===== src/lcc_pkg.sv =====
package lcc_pkg;

    localparam int IN_W       = 54;
    localparam int NDIG       = 17;
    localparam int BCD_W      = 4 * NDIG;
    localparam int CNT_W      = $clog2(IN_W);
    localparam int IDX_W      = $clog2(NDIG);
    localparam int DCNT_W     = 5;
    localparam int MAX_DIGITS = 16;

    localparam logic [DCNT_W-1:0] LEN_13 = DCNT_W'(13);
    localparam logic [DCNT_W-1:0] LEN_15 = DCNT_W'(15);
    localparam logic [DCNT_W-1:0] LEN_16 = DCNT_W'(16);
    localparam logic [DCNT_W-1:0] LEN_MAX = DCNT_W'(MAX_DIGITS);

    localparam logic [3:0] DIG_1 = 4'd1;
    localparam logic [3:0] DIG_3 = 4'd3;
    localparam logic [3:0] DIG_4 = 4'd4;
    localparam logic [3:0] DIG_5 = 4'd5;
    localparam logic [3:0] DIG_7 = 4'd7;

    typedef enum logic [1:0] {
        CLS_INVALID = 2'd0,
        CLS_PFX_3X  = 2'd1,
        CLS_PFX_5X  = 2'd2,
        CLS_PFX_4   = 2'd3
    } t_class;

    typedef enum logic [1:0] {
        ST_IDLE,
        ST_CONV,
        ST_SCAN,
        ST_DONE
    } t_state;

endpackage


===== src/lcc_req_if.sv =====
interface lcc_req_if;
    logic                     valid;
    logic                     ready;
    logic [lcc_pkg::IN_W-1:0] card_number;

    modport source(output valid, output card_number, input ready);
    modport sink(input valid, input card_number, output ready);
endinterface


===== src/lcc_rsp_if.sv =====
interface lcc_rsp_if;
    logic                       valid;
    logic                       ready;
    logic [1:0]                 card_class;
    logic [lcc_pkg::DCNT_W-1:0] digit_count;
    logic                       checksum_ok;

    modport source(output valid, output card_class, output digit_count, output checksum_ok,
                   input ready);
    modport sink(input valid, input card_class, input digit_count, input checksum_ok,
                 output ready);
endinterface


===== src/luhn_card_classifier_unit.sv =====
// A request passes through bit-serial binary-to-BCD conversion, then a
// one-digit-per-cycle Luhn scan of the 17 BCD digits, then hand-off to the
// output register. A new request is taken only after the previous result is
// handed off; it may be taken while that result waits in the output register.
// Reset: synchronous active-low i_rst_n clears the sequencer and output valid.
module luhn_card_classifier_unit (
    input  logic i_clk,
    input  logic i_rst_n,
    lcc_req_if.sink   i_req,
    lcc_rsp_if.source o_rsp
);

    lcc_pkg::t_state r_state;
    lcc_pkg::t_state n_state;

    logic                       start;
    logic                       conv_done;
    logic [lcc_pkg::BCD_W-1:0]  conv_bcd;
    logic                       out_load;

    logic [lcc_pkg::BCD_W-1:0]  r_digits;
    logic [lcc_pkg::IDX_W-1:0]  r_idx;
    logic [3:0]                 r_acc;
    logic [lcc_pkg::DCNT_W-1:0] r_count;
    logic [3:0]                 r_lead;
    logic [3:0]                 r_second;
    logic [3:0]                 r_prev;

    logic                       r_out_valid;
    logic [1:0]                 r_out_class;
    logic [lcc_pkg::DCNT_W-1:0] r_out_count;
    logic                       r_out_ok;

    logic [3:0] dig;
    logic [4:0] dbl;
    logic [4:0] wdig;
    logic [4:0] sum;
    logic       ok;
    logic       len_ok;
    lcc_pkg::t_class cls;

    lcc_bin2bcd u_bin2bcd (
        .i_clk   (i_clk),
        .i_rst_n (i_rst_n),
        .i_start (start),
        .i_value (i_req.card_number),
        .o_done  (conv_done),
        .o_bcd   (conv_bcd)
    );

    always_ff @(posedge i_clk) begin
        if (!i_rst_n) begin
            r_state <= lcc_pkg::ST_IDLE;
        end else begin
            r_state <= n_state;
        end
    end

    always_comb begin
        n_state     = r_state;
        start       = 1'b0;
        out_load    = 1'b0;
        i_req.ready = 1'b0;
        unique case (r_state)
            lcc_pkg::ST_IDLE: begin
                i_req.ready = i_rst_n;
                if (i_req.valid && i_rst_n) begin
                    start   = 1'b1;
                    n_state = lcc_pkg::ST_CONV;
                end
            end
            lcc_pkg::ST_CONV: begin
                if (conv_done) begin
                    n_state = lcc_pkg::ST_SCAN;
                end
            end
            lcc_pkg::ST_SCAN: begin
                if (r_idx == lcc_pkg::IDX_W'(lcc_pkg::NDIG - 1)) begin
                    n_state = lcc_pkg::ST_DONE;
                end
            end
            lcc_pkg::ST_DONE: begin
                if (!r_out_valid || o_rsp.ready) begin
                    out_load = 1'b1;
                    n_state  = lcc_pkg::ST_IDLE;
                end
            end
            default: n_state = lcc_pkg::ST_IDLE;
        endcase
    end

    // Luhn weighting of the current digit, running sum kept mod 10
    always_comb begin
        dig  = r_digits[3:0];
        dbl  = {dig, 1'b0};
        wdig = r_idx[0] ? ((dbl >= 5'd10) ? dbl - 5'd9 : dbl) : {1'b0, dig};
        sum  = {1'b0, r_acc} + wdig;
    end

    always_ff @(posedge i_clk) begin
        if (conv_done) begin
            r_digits <= conv_bcd;
            r_idx    <= '0;
            r_acc    <= '0;
            r_count  <= lcc_pkg::DCNT_W'(1);
            r_lead   <= '0;
            r_second <= '0;
            r_prev   <= '0;
        end else if (r_state == lcc_pkg::ST_SCAN) begin
            r_digits <= {4'd0, r_digits[lcc_pkg::BCD_W-1:4]};
            r_idx    <= r_idx + 1'b1;
            r_acc    <= (sum >= 5'd10) ? 4'(sum - 5'd10) : sum[3:0];
            r_prev   <= dig;
            if (dig != 4'd0) begin
                r_count  <= lcc_pkg::DCNT_W'(r_idx) + lcc_pkg::DCNT_W'(1);
                r_lead   <= dig;
                r_second <= r_prev;
            end
        end
    end

    always_comb begin
        ok     = (r_acc == 4'd0);
        len_ok = (r_count == lcc_pkg::LEN_13) || (r_count == lcc_pkg::LEN_15)
              || (r_count == lcc_pkg::LEN_16);
        cls    = lcc_pkg::CLS_INVALID;
        if (ok && len_ok && (r_count <= lcc_pkg::LEN_MAX)) begin
            if (r_lead == lcc_pkg::DIG_3 &&
                (r_second == lcc_pkg::DIG_4 || r_second == lcc_pkg::DIG_7)) begin
                cls = lcc_pkg::CLS_PFX_3X;
            end else if (r_lead == lcc_pkg::DIG_5 && r_second >= lcc_pkg::DIG_1 &&
                         r_second <= lcc_pkg::DIG_5) begin
                cls = lcc_pkg::CLS_PFX_5X;
            end else if (r_lead == lcc_pkg::DIG_4) begin
                cls = lcc_pkg::CLS_PFX_4;
            end
        end
    end

    always_ff @(posedge i_clk) begin
        if (!i_rst_n) begin
            r_out_valid <= 1'b0;
        end else if (out_load) begin
            r_out_valid <= 1'b1;
        end else if (o_rsp.ready) begin
            r_out_valid <= 1'b0;
        end
    end

    always_ff @(posedge i_clk) begin
        if (out_load) begin
            r_out_class <= cls;
            r_out_count <= r_count;
            r_out_ok    <= ok;
        end
    end

    assign o_rsp.valid       = r_out_valid;
    assign o_rsp.card_class  = r_out_class;
    assign o_rsp.digit_count = r_out_count;
    assign o_rsp.checksum_ok = r_out_ok;

endmodule


===== src/lcc_bin2bcd.sv =====
module lcc_bin2bcd (
    input  logic                      i_clk,
    input  logic                      i_rst_n,
    input  logic                      i_start,
    input  logic [lcc_pkg::IN_W-1:0]  i_value,
    output logic                      o_done,
    output logic [lcc_pkg::BCD_W-1:0] o_bcd
);

    logic [lcc_pkg::IN_W-1:0]  r_bin;
    logic [lcc_pkg::BCD_W-1:0] r_bcd;
    logic [lcc_pkg::CNT_W-1:0] r_cnt;
    logic                      r_busy;
    logic                      r_done;
    logic [lcc_pkg::BCD_W-1:0] adj;

    // shift-and-add-3, one input bit per cycle
    always_comb begin
        for (int k = 0; k < lcc_pkg::NDIG; k++) begin
            adj[4*k +: 4] = (r_bcd[4*k +: 4] >= 4'd5) ? r_bcd[4*k +: 4] + 4'd3
                                                       : r_bcd[4*k +: 4];
        end
    end

    always_ff @(posedge i_clk) begin
        if (!i_rst_n) begin
            r_busy <= 1'b0;
            r_done <= 1'b0;
            r_cnt  <= '0;
        end else begin
            r_done <= 1'b0;
            if (i_start) begin
                r_busy <= 1'b1;
                r_cnt  <= '0;
            end else if (r_busy) begin
                if (r_cnt == lcc_pkg::CNT_W'(lcc_pkg::IN_W - 1)) begin
                    r_busy <= 1'b0;
                    r_done <= 1'b1;
                end
                r_cnt <= r_cnt + 1'b1;
            end
        end
    end

    always_ff @(posedge i_clk) begin
        if (i_start) begin
            r_bin <= i_value;
            r_bcd <= '0;
        end else if (r_busy) begin
            r_bin <= {r_bin[lcc_pkg::IN_W-2:0], 1'b0};
            r_bcd <= {adj[lcc_pkg::BCD_W-2:0], r_bin[lcc_pkg::IN_W-1]};
        end
    end

    assign o_done = r_done;
    assign o_bcd  = r_bcd;

endmodule

===== src/flat_wrapper.sv =====
// flat-port wrapper written by rule: the top's interface ports become plain ports
module luhn_card_classifier_unit_flat 
  (i_clk, i_rst_n, i_req_valid, i_req_card_number, i_req_ready, o_rsp_valid, o_rsp_card_class, o_rsp_digit_count, o_rsp_checksum_ok, o_rsp_ready);
  lcc_req_if i_req_i ();
  lcc_rsp_if o_rsp_i ();
  input  logic i_clk;
  input  logic i_rst_n;
  input wire logic [$bits(i_req_i.valid)-1:0] i_req_valid;
  input wire logic [$bits(i_req_i.card_number)-1:0] i_req_card_number;
  output wire logic [$bits(i_req_i.ready)-1:0] i_req_ready;
  output wire logic [$bits(o_rsp_i.valid)-1:0] o_rsp_valid;
  output wire logic [$bits(o_rsp_i.card_class)-1:0] o_rsp_card_class;
  output wire logic [$bits(o_rsp_i.digit_count)-1:0] o_rsp_digit_count;
  output wire logic [$bits(o_rsp_i.checksum_ok)-1:0] o_rsp_checksum_ok;
  input wire logic [$bits(o_rsp_i.ready)-1:0] o_rsp_ready;
  assign i_req_i.valid = i_req_valid;
  assign i_req_i.card_number = i_req_card_number;
  assign i_req_ready = i_req_i.ready;
  assign o_rsp_valid = o_rsp_i.valid;
  assign o_rsp_card_class = o_rsp_i.card_class;
  assign o_rsp_digit_count = o_rsp_i.digit_count;
  assign o_rsp_checksum_ok = o_rsp_i.checksum_ok;
  assign o_rsp_i.ready = o_rsp_ready;
  luhn_card_classifier_unit u_core (.i_clk(i_clk), .i_rst_n(i_rst_n), .i_req(i_req_i), .o_rsp(o_rsp_i));
endmodule

===== config.mk =====
export PLATFORM = sky130hd
export DESIGN_NAME = luhn_card_classifier_unit_flat
export DESIGN_NICKNAME = d
export VERILOG_FILES = /design/src/lcc_pkg.sv /design/src/lcc_req_if.sv /design/src/lcc_rsp_if.sv /design/src/luhn_card_classifier_unit.sv /design/src/lcc_bin2bcd.sv /design/src/flat_wrapper.sv
export SDC_FILE = /design/constraint.sdc
export NUM_CORES = 1
export LEC_CHECK = 0
export BUFFER_PORTS_ARGS = -buffer_cell sky130_fd_sc_hd__buf_2
export CAP_MARGIN = 20
export CORE_MARGIN = 2
export CORE_UTILIZATION = 55
export DETAILED_ROUTE_END_ITERATION = 16
export PLACE_DENSITY = 0.86
export SETUP_SLACK_MARGIN = 0.4
export SYNTH_ARGS = -nofsm -noshare
export SYNTH_HDL_FRONTEND = slang
export SYNTH_SLANG_ARGS = --single-unit

===== constraint.sdc =====
create_clock -name i_clk -period 3.4 [get_ports i_clk]
set_clock_uncertainty 0.2 [all_clocks]
set_input_delay 0.17 -clock i_clk [delete_from_list [all_inputs] [get_ports i_clk]]
set_output_delay 0.17 -clock i_clk [all_outputs]
set_load 0.01 [all_outputs]

==> impl_metrics.py, run 1 <==
metrics = {
    "run_status": {
        "status": "completed",
    },
    "power": {
        "combPwrFrac_pct": 26.5,
        "cellPowerDensity_mw_per_mm2": 683.7,
        "leakagePower_nw": 5.122,
        "sw_frac_of_total_pct": 30.94,
        "p_switching_mw": 2.796,
        "power_frac_seq_pct": 44.8,
        "internal-power_mw": 6.240,
        "pwr-share-clk_pct": 28.7,
        "peakVddDrop_mv": 0.5496,
    },
    "route": {
        "routed_wirelength_um": 25160,
        "drt-initial-drc-count": 717,
        "ant_nets": 0,
        "vias_per_cell": 5.593,
        "dr.pass1.iters": 5,
        "wire_per_inst_um": 16.93,
        "drc": 0,
        "vias": 8311,
    },
    "yosys": {
        "synth.largest_area_cell": "edfxtp_1",
        "postSynthAreaPerCell_um2": 10.24,
        "netlist-cell-type-count": 48,
        "synthFlopType": "edfxtp_1",
        "synth_adder_area_share_pct": 5.709,
        "seq_area_frac_synth_pct": 54.16,
        "synth.area.top_cells": "edfxtp_1, dfxtp_1, nand2_1",
        "yosys.area_share.simple_pct": 15.42,
        "synth_warnings": 0,
        "synth_area_mm2": 0.01109,
        "synth_top_family_by_area": "simple AND/OR/NAND/NOR gates",
        "netlist_instances": 1083,
        "yosysTopAreaCellShare_pct": 35.20,
        "synth_xor_xnor_area_share_pct": 3.712,
        "syn_nets": 1191,
        "async_flop_share_pct": 0,
        "synth_mux_area_share_pct": 8.857,
        "synth_edf_count": 130,
        "synth-seq-cells": 235,
        "synth_compound_area_share_pct": 8.688,
    },
    "layout": {
        "nets": 1312,
        "design_area_mm2": 0.01322,
        "syn2layout_area_growth_pct": 19.18,
        "drive_gt1_share_pct": 17.79,
        "final_cells": 1486,
        "fill_cells": 1349,
        "fin_util_pct": 67.25,
    },
    "flow_run": {
        "drv_cap": 0,
    },
    "worst_hold_path": {
        "worstHoldPathCells": 0,
        "hold_class": "register to register",
    },
    "cts": {
        "cts_buffers": 23,
        "htreeDepth": 1,
        "clk_pin_slew_ns": 0.07,
        "clockRootBuffer": "clkbuf_16",
        "tritoncts": "yes",
        "clk_path_buf_depth": 3,
        "insertion_delay_ns": 0.51,
        "clock_sinks": 235,
    },
    "die": {
        "dieArea_mm2": 0.02131,
        "core_mm2": 0.01965,
        "rows": 51,
        "die-width_um": 146.0,
        "io_pins": 68,
        "initial_core_util_pct": 56.42,
        "die_y_um": 146.0,
    },
    "setup_path": {
        "crit_cells": 14,
        "crit_family": "compound AO/OA/AOI/OAI gates",
        "cp_slowest_cell": "edfxtp_1",
        "crit_top_cell": "xnor2_2",
        "critPathBufInv": 1,
        "reg2regPathDepth": 14,
        "endpoint_kind": "register",
        "crit_chain": "ha_2 > nand2b_4 > a21oi_4 > xnor2_2 > nand2_1 > a21boi_4 > fa_2 > xnor2_2 > inv_2 > ha_4 > o31ai_2 > and3_4 > a211o_1 > o211a_1",
        "cp_max_fo": 4,
        "worstPathRequired_ns": 3.59,
        "critical-path-max-stage-delay_ns": 0.46,
        "critPathLaunchType": "register",
        "worst-setup-path-type": "register to register",
        "rrSetupSlack_ns": 0.20,
        "cp.arrival_ns": 3.39,
    },
    "timing": {
        "timing.final.crit_share_pct": 94.04,
        "setup_viol": 0,
        "worst_pin_slew_ns": 0.7430,
        "slew_headroom_pct": 50.47,
        "hold_violations": 0,
        "post-route-min-period_ns": 3.197,
        "finalWorstSetupSlack_ns": 0.2026,
        "slew_violations": 0,
        "fin_setup_tns_ns": 0,
        "rsz0062_at_grt": "true",
        "max_freq_mhz": 312.8,
    },
    "placed_design": {
        "io_buffer_count": 67,
        "dp_hpwl_um": 13500,
        "dpl_cell_area_mm2": 0.01174,
        "place_ws_ns": 0.1529,
        "dp_cells": 1374,
        "gp_congestion": 0.7688,
    },
    "grt": {
        "antenna_found_initial": 1,
        "grt_pass1_vias": 8469,
        "grtUsageTotal_pct": 23.55,
        "grt_pass1_wl_um": 41190,
        "globalRouteOverflowTotal": 0,
        "grt_max_degree": 69,
    },
}
kinds of logic after synthesis:
group / Yosys count
AOI/OAI and AO/OA: 163
xor gates and xnor gates: 47
adders and majority gates: 50
buffers and inverters: 98
DFF: 235
muxes: 90
and+or+nand+nor: 400
routing by layer:
metal  share of wire, %  global-route usage [%]
met1                 39                   26.96
met2                 51                   42.19
met3                4.1                   3.542
met4                5.7                   13.16
met5                  0                       0
state kept, by name, summed over array words and instances (netlist names), 2 cells and up:
| name | flops |
|---|---|
| u_core.u_bin2bcd.r_bin | 54 |
| u_core.r_state | 2 |
| u_core.r_acc | 4 |
| u_core.o_rsp.digit_count | 5 |
| u_core.r_digits | 68 |
| u_core.r_lead | 4 |
| u_core.r_count | 5 |
| u_core.o_rsp.card_class | 2 |
| u_core.u_bin2bcd.r_cnt | 6 |
| u_core.u_bin2bcd.o_bcd | 68 |
| u_core.r_idx | 5 |
| u_core.r_prev | 4 |
| u_core.r_second | 4 |
what timing repair did:
item                                    CTS  global route
hold endpoints to repair                 65             0
endpoints found under the setup margin    3             3
pin swaps                                15             1
hold buffers                             59             0
resized for setup                        12             3
buffers inserted                          8             3
stage by stage:
step / hold slack, ns / power [mW]
detailed placement: 0.2329 / 6.036
global route: 0.2805 / 9.448
floorplan: 0.1444 / 5.543
CTS: 0.2491 / 8.794
global placement: 0.2308 / 5.910
finish: 0.2497 / 9.036
power by group through the flow:
| stage | Clock [mW] | Sequential, mW | Combinational [mW] |
|---|---|---|---|
| floorplan | 0 | 3.94 | 1.61 |
| global placement | 0 | 4.04 | 1.87 |
| detailed placement | 0 | 4.07 | 1.97 |
| CTS | 2.57 | 4.01 | 2.22 |
| global route | 2.72 | 4.10 | 2.63 |
| finish | 2.59 | 4.05 | 2.40 |
synthesized netlist by cell type (2+ instances only):
library cell and number:
nor2_1 48, a21oi_1 69, nand4_1 7, mux2i_1 25, and2_1 5, or2_2 2, o211ai_1 17, buf_2 12
xor2_1 8, nand2_1 258, o31ai_1 3, edfxtp_1 130, nand2b_1 21, nor3_1 2, ha_1 49, clkbuf_1 38
mux2_2 65, o21ai_0 41, dfxtp_1 105, xnor2_1 39, nand3_1 40, nand4b_1 2, a21o_1 17, a211oi_1 5
nor2b_1 6, a22o_1 2, inv_1 46
layout make-up:
cell class / count / area [um2] / area share, %
Tap cell: 265 / 331.6 / 2.509
Clock inverter: 14 / 138.9 / 1.051
Clock buffer: 27 / 600.6 / 4.544
Multi-Input combinational cell: 750 / 4837 / 36.60
Timing Repair Buffer: 147 / 1116 / 8.445
Sequential cell: 235 / 6013 / 45.50
Antenna cell: 1 / 2.502 / 0.01893
Inverter: 47 / 176.4 / 1.335
path summary, 6_finish.rpt:
path	start	endpoint
setup / recovery	u_core.r_digits[0]$_DFFE_PP_	u_core.r_acc[1]$_SDFFE_PP0P_
hold / removal	u_core.r_count[1]$_SDFFE_PP0P_	u_core.o_rsp.digit_count[1]$_DFFE_PP_
hold reg to reg	u_core.r_count[1]$_SDFFE_PP0P_	u_core.o_rsp.digit_count[1]$_DFFE_PP_
setup reg to reg	u_core.r_digits[0]$_DFFE_PP_	u_core.r_acc[1]$_SDFFE_PP0P_
cells in the final DEF, fill, tap and decap left out, types with 5 or more instances in the layout:
cell and n:
nand2_1 257, edfxtp_1 130, dfxtp_1 103, buf_2 67, a21oi_1 65, mux2_2 64
dlygate4sd3_1 59, nor2_1 48, ha_1 44, inv_1 43, nand3_1 39, o21ai_0 38
xnor2_1 37, mux2i_1 25, clkbuf_16 23, nand2b_1 20, a21o_1 17, o211ai_1 17
buf_4 17, xor2_1 8, nand4_1 7, nor2b_1 6, clkinv_1 6, clkinv_2 6
and2_1 5, a211oi_1 5
(Power assumes the default switching activity.)
==> run 2, diff against run 1 <==
--- a/config.mk
+++ b/config.mk
@@ -14,4 +14,5 @@
 export SETUP_SLACK_MARGIN = 0.4
 export SYNTH_ARGS = -nofsm -noshare
 export SYNTH_HDL_FRONTEND = slang
+export SYNTH_HIERARCHICAL = 1
 export SYNTH_SLANG_ARGS = --single-unit
==> run 2 against run 1 <==
Against the previous run: synthesized cell count decreased by 6.4%; register-to-register slack improved by 0.09 ns; global-route usage increased by 0.46 points; highest routed layer unchanged; sequential cell count unchanged; routed wire length increased by 6.4%; power increased by 29%; cell area increased by 2.4%; fmax increased by 2.9%; count of clock-buffer cells in the layout increased by 5; critical path depth decreased by 3; sequential power increased by 20%; worst setup slack improved by 0.091 ns.
==> impl_metrics.py, run 2 <==
metrics = {
    "cts": {
        "insertion_delay_ns": 0.52,
        "clk_pin_slew_ns": 0.06,
        "htreeDepth": 1,
        "clockRootBuffer": "clkbuf_16",
        "clk_path_buf_depth": 3,
        "tritoncts": "yes",
        "clock_sinks": 235,
        "cts_buffers": 24,
    },
    "yosys": {
        "synth.most_common_cell": "edfxtp_1",
        "yosysTopAreaCellShare_pct": 33.99,
        "synthFlopType": "edfxtp_1",
        "synth_edf_count": 130,
        "synth.area.top_cells": "edfxtp_1, dfxtp_1, mux2_2",
        "netlist_instances": 1014,
        "synth_common_cells": "edfxtp_1, mux2_2, dfxtp_1",
        "syn_nets": 1123,
        "synth_xor_xnor_area_share_pct": 1.144,
        "synth_top_family_by_area": "compound AO/OA/AOI/OAI gates",
        "seq_area_frac_synth_pct": 52.30,
        "synth-seq-cells": 235,
        "yosys.area_share.simple_pct": 9.501,
        "synth_adder_area_share_pct": 5.622,
        "synth_area_mm2": 0.01148,
        "postSynthAreaPerCell_um2": 11.32,
        "netlist-cell-type-count": 58,
        "synth_mux_area_share_pct": 12.88,
        "synth_compound_area_share_pct": 13.99,
        "synth_warnings": 6,
        "synth.largest_area_cell": "edfxtp_1",
        "async_flop_share_pct": 0,
    },
    "layout": {
        "drive_gt1_share_pct": 23.69,
        "seq_area_mm2": 0.006013,
        "diodes": 0,
        "fill_cells": 1333,
        "multiInputGateArea_mm2": 0.005045,
        "syn2layout_area_growth_pct": 17.81,
        "nets": 1239,
        "final_cell_mix": "edfxtp_1, mux2_2, dfxtp_1",
        "design_area_mm2": 0.01353,
        "mostFrequentLayoutCell": "edfxtp_1",
    },
    "route": {
        "vias_per_cell": 5.991,
        "wire_per_inst_um": 18.87,
        "drt-initial-drc-count": 717,
        "ant_nets": 0,
        "drc": 0,
        "vias": 8495,
        "routed_wirelength_um": 26760,
        "dr.pass1.iters": 6,
    },
    "power": {
        "combPwrFrac_pct": 35.1,
        "sw_frac_of_total_pct": 36.37,
        "power_frac_seq_pct": 41.9,
        "internal-power_mw": 7.422,
        "p_switching_mw": 4.242,
        "pwr-share-clk_pct": 23.1,
        "cellPowerDensity_mw_per_mm2": 862.1,
        "peakVddDrop_mv": 0.6506,
        "leakagePower_nw": 4.889,
    },
    "timing": {
        "fin_setup_tns_ns": 0,
        "worst_pin_slew_ns": 0.8610,
        "timing.final.crit_share_pct": 91.36,
        "setup_viol": 0,
        "post-route-min-period_ns": 3.106,
        "slew_headroom_pct": 42.60,
        "rsz0062_at_grt": "true",
        "max_freq_mhz": 321.9,
        "hold_violations": 0,
        "slew_violations": 0,
    },
    "flow_run": {
        "drv_cap": 0,
    },
    "placed_design": {
        "dp_hpwl_um": 13880,
        "io_buffer_count": 67,
        "dpl_cell_area_mm2": 0.01209,
        "gp_congestion": 0.8185,
    },
    "die": {
        "core_mm2": 0.02036,
        "rows": 52,
        "dieArea_mm2": 0.02205,
        "die_y_um": 148.5,
        "die-width_um": 148.5,
        "initial_core_util_pct": 56.39,
        "io_pins": 68,
    },
    "setup_path": {
        "worst-setup-path-type": "register to register",
        "critPathLaunch": "u_core/r_digits[0]$_DFFE_PP_",
        "crit_chain": "ha_2 > nand2b_4 > a21oi_4 > o21ai_0 > mux2_2 > ha_4 > and3_4 > or3_4 > and3_4 > a21o_1 > a2111oi_2",
        "cp_slowest_cell": "edfxtp_1",
        "crit_family": "simple AND/OR/NAND/NOR gates",
        "r2r_start": "u_core/r_digits[0]$_DFFE_PP_",
        "cp.arrival_ns": 3.32,
        "worstPathRequired_ns": 3.61,
        "endpoint_kind": "register",
        "critPathLaunchType": "register",
        "critPathBufInv": 0,
        "cp_max_fo": 4,
        "critical-path-max-stage-delay_ns": 0.45,
        "crit_top_cell": "and3_4",
    },
    "grt": {
        "antenna_found_initial": 0,
        "globalRouteOverflowTotal": 0,
        "grt_pass1_wl_um": 42760,
        "grt_pass1_vias": 8516,
        "grtUsageTotal_pct": 24.02,
        "grt_max_degree": 77,
    },
    "worst_hold_path": {
        "hold_class": "input pin to register",
        "min-delay-start": "o_rsp_ready",
    },
    "run_status": {
        "status": "completed",
    },
}
[run 2: area by class of cell]
cell class	count	area share, %
tap	270	2.497
clock buffer	32	5.040
clock inverter	12	0.8138
sequential	235	44.45
inverter	72	1.998
multi-input combinational	656	37.29
timing repair buffer	141	7.916
[run 2: routing by layer]
| metal | vias to the layer above | track usage [%] | share of wire, % |
|---|---|---|---|
| met5 | - | 0 | 0 |
| met1 | 4105 | 27.66 | 38 |
| met2 | 332 | 44.33 | 53 |
| li1 | 3991 | - | - |
| met4 | 0 | 10.67 | 4.3 |
| met3 | 67 | 3.405 | 4.8 |
[run 2: worst min-delay path, cell delays in order]
cell	delay [ns]
buf_2	0.09
nor2b_1	0.23
a221o_1	0.24
o31ai_1	0.07
nor2_1	0.08
[run 2: final timing paths]
path              slack, ns  cells after the start                               endpoint
setup / recovery       0.29                     11           u_core/r_acc[1]$_SDFFE_PP0P_
hold / removal         0.21                      5         u_core/r_state[0]$_SDFFE_PN0P_
setup reg to reg       0.29                     11           u_core/r_acc[1]$_SDFFE_PP0P_
hold reg to reg        0.28                      0  u_core/o_rsp.digit_count[1]$_DFFE_PP_
[run 2: metrics by stage]
step / hold WS (ns) / total power, mW / setup slack, ns / util, % / instances
3_3_place_gp: 0.2525 / 8.324 / 0.2331 / 59.37 / 1312
6_report: 0.2116 / 11.66 / 0.2938 / 66.44 / 1418
3_5_place_dp: 0.2596 / 8.579 / 0.09426 / 59.37 / 1312
2_1_floorplan: 0.08779 / 7.657 / 0.3381 / - / 1014
4_1_cts: 0.1097 / 11.40 / 0.2829 / 66.37 / 1417
5_1_grt: 0.2500 / 12.33 / 0.1425 / 66.44 / 1418
[run 2: logic make-up after synthesis]
kind of cell               Yosys count
buffers and inverters              123
AOI/OAI and AO/OA                  242
and+or+nand+nor                    215
DFF                                235
muxes                              133
xor gates and xnor gates            15
adders and majority gates           51
[run 2: what timing repair did]
action	in CTS	in global routing
endpoints found under the setup margin	3	3
endpoints found under the hold margin	65	0
resized for setup	6	3
gates cloned	0	0
hold buffers	57	0
buffers inserted	4	1
pin swaps	6	2
[run 2: power groups by stage]
stage / sequential [mW] / clock, mW / combinational, mW
final: 4.88 / 2.69 / 4.09
after global routing: 4.99 / 2.82 / 4.51
after CTS: 4.82 / 2.67 / 3.90
after detailed placement: 4.85 / 0 / 3.73
after global placement: 4.80 / 0 / 3.52
after floorplan: 4.58 / 0 / 3.07
==> run 3, diff against run 2 <==
--- a/config.mk
+++ b/config.mk
@@ -5,11 +5,11 @@
 export SDC_FILE = /design/constraint.sdc
 export NUM_CORES = 1
 export LEC_CHECK = 0
-export BUFFER_PORTS_ARGS = -buffer_cell sky130_fd_sc_hd__buf_2
 export CAP_MARGIN = 20
 export CORE_MARGIN = 2
-export CORE_UTILIZATION = 55
+export CORE_UTILIZATION = 58
 export DETAILED_ROUTE_END_ITERATION = 16
+export DONT_BUFFER_PORTS = 1
 export PLACE_DENSITY = 0.86
 export SETUP_SLACK_MARGIN = 0.4
 export SYNTH_ARGS = -nofsm -noshare
==> run 3 against run 2 <==
Against the previous run: critical path depth is 1 higher; non-clock buffer count down 69; sequential power barely moved; clock power hardly changed; fmax down 0.66%; routed wire length fell by 5.2%; cell area decreased by 2.7%; die area fell by 5.0%; power is 1.3% lower; global-route usage grew 0.64 points; worst setup slack got worse by 0.021 ns; critical endpoint is now u_core/r_acc[2]$_SDFFE_PP0P_.
==> impl_metrics.py, run 3 (same netlist as run 2, synthesis figures left out) <==
metrics = {
    "cts": {
        "cts_buffers": 25,
        "insertion_delay_ns": 0.52,
        "clockRootBuffer": "clkbuf_16",
        "clock_sinks": 235,
        "clk_path_buf_depth": 3,
        "clk_pin_slew_ns": 0.06,
        "tritoncts": "yes",
        "htreeDepth": 1,
    },
    "route": {
        "vias_per_cell": 6.143,
        "vias": 8262,
        "ant_nets": 0,
        "drt-initial-drc-count": 683,
        "routed_wirelength_um": 25360,
        "wire_per_inst_um": 18.85,
        "drc": 0,
        "dr.pass1.iters": 5,
    },
    "power": {
        "p_switching_mw": 4.172,
        "internal-power_mw": 7.340,
        "pwr-share-clk_pct": 23.2,
        "cellPowerDensity_mw_per_mm2": 874.3,
        "power_frac_seq_pct": 42.3,
        "combPwrFrac_pct": 34.5,
        "sw_frac_of_total_pct": 36.24,
        "leakagePower_nw": 4.627,
        "peakVddDrop_mv": 0.6158,
    },
    "die": {
        "rows": 51,
        "die_y_um": 144.7,
        "dieArea_mm2": 0.02094,
        "core_mm2": 0.01946,
        "die-width_um": 144.7,
        "initial_core_util_pct": 59.00,
        "io_pins": 68,
    },
    "setup_path": {
        "cp.arrival_ns": 3.32,
        "worst-setup-path-type": "register to register",
        "critPathLaunchType": "register",
        "endpoint_kind": "register",
        "critPathBufInv": 0,
        "critical-path-max-stage-delay_ns": 0.60,
        "worstPathRequired_ns": 3.60,
        "crit_family": "adder cells",
        "cp_max_fo": 4,
        "cp_slowest_cell": "fa_2",
        "crit_chain": "ha_2 > nand2b_4 > a21oi_4 > xnor2_1 > nand2_1 > a21boi_4 > fa_2 > ha_4 > o31ai_1 > and3_4 > a21o_1 > a311o_1",
    },
    "placed_design": {
        "gp_congestion": 0.8194,
        "dp_cells": 1241,
        "io_buffer_count": 0,
        "dp_hpwl_um": 13790,
        "place_ws_ns": 0.08276,
    },
    "timing": {
        "slew_violations": 0,
        "finalWorstSetupSlack_ns": 0.2731,
        "fin_setup_tns_ns": 0,
        "rsz0062_at_grt": "true",
        "timing.final.crit_share_pct": 91.97,
        "setup_viol": 0,
        "slew_headroom_pct": 42.96,
        "hold_violations": 0,
        "post-route-min-period_ns": 3.127,
        "worst_pin_slew_ns": 0.8555,
        "max_freq_mhz": 319.8,
    },
    "layout": {
        "diodes": 0,
        "multiInputGateArea_mm2": 0.005039,
        "final_cells": 1345,
        "nets": 1171,
        "drive_gt1_share_pct": 18.89,
        "syn2layout_area_growth_pct": 14.67,
        "fill_cells": 1276,
        "mostFrequentLayoutCell": "edfxtp_1",
        "final_cell_mix": "edfxtp_1, mux2_2, dfxtp_1",
        "seq_area_mm2": 0.006013,
    },
    "run_status": {
        "status": "completed",
    },
    "grt": {
        "grtUsageTotal_pct": 24.66,
        "globalRouteOverflowTotal": 0,
        "grt_pass1_vias": 8183,
        "grt_pass1_wl_um": 41080,
        "antenna_found_initial": 0,
        "grt_max_degree": 106,
    },
    "flow_run": {
        "drv_cap": 0,
    },
    "worst_hold_path": {
        "hold_class": "input pin to register",
    },
}
run 3: cell count changes in the layout (fill, tap and decap cells not counted), moves of 2 or more:
| cell | delta |
|---|---|
| clkbuf_8 | +2 |
| buf_2 | -67 |
| clkinv_2 | +2 |
| clkinv_1 | -2 |
| buf_4 | -2 |
run 3: worst paths after layout:
kind / startpoint / endpoint / slack, ns / cells past startpoint
max: u_core/r_digits[0]$_DFFE_PP_ / u_core/r_acc[2]$_SDFFE_PP0P_ / 0.27 / 12
min: o_rsp_ready / u_core/r_state[0]$_SDFFE_PN0P_ / 0.06 / 4
max reg2reg: u_core/r_digits[0]$_DFFE_PP_ / u_core/r_acc[2]$_SDFFE_PP0P_ / 0.27 / 12
min reg2reg: u_core/r_prev[2]$_SDFFE_PP0P_ / u_core/r_prev[2]$_SDFFE_PP0P_ / 0.27 / 2
run 3: layer usage:
metal	share of wire, %	vias to the layer above	GRT usage (%)
met2	52	287	44.47
met5	0	-	0
met1	40	4026	29.98
met3	4.7	83	3.422
met4	4.0	0	9.555
li1	-	3866	-
run 3: metrics by stage:
stage               total power [mW]  hold WS, ns  instance area (um2)  util, %
finish                         11.51      0.06200                13170    67.66
global route                   12.22      0.08718                13170    67.66
CTS                            11.32      0.03252                13170    67.66
detailed placement             8.545      0.09610                11760    60.41
global placement               8.279      0.09098                11760    60.41
floorplan                      7.657      0.08779                11530        -
run 3: layout make-up:
class / count / share of cell area [%]
Inverter: 72 / 2.052
Clock buffer: 34 / 5.388
Sequential cell: 235 / 45.67
Tap cell: 265 / 2.518
Timing Repair Buffer: 72 / 5.473
Multi-Input combinational cell: 656 / 38.26
Clock inverter: 11 / 0.6366
run 3: worst reg2reg max path, delay by kind of cell, from the launching register on:
kind,cells,cell delay [ns]
and+or+nand+nor,3,0.41
xor gates and xnor gates,1,0.14
DFF,1,0.44
AOI/OAI and AO/OA,5,0.86
adders and majority gates,3,0.96
run 3: repair_timing:
| item | in CTS | in global routing |
|---|---|---|
| resized for setup | 6 | 0 |
| pin swaps | 6 | 1 |
| hold buffers | 57 | 0 |
| setup endpoints to repair | 3 | 3 |
| endpoints found under the hold margin | 65 | 0 |
| setup buffers | 2 | 0 |
run 3: power groups by stage:
stage	Sequential (mW)	Clock (mW)	Combinational [mW]
finish	4.87	2.67	3.97
global route	4.99	2.82	4.40
CTS	4.82	2.66	3.84
detailed placement	4.86	0	3.68
global placement	4.82	0	3.46
floorplan	4.58	0	3.07
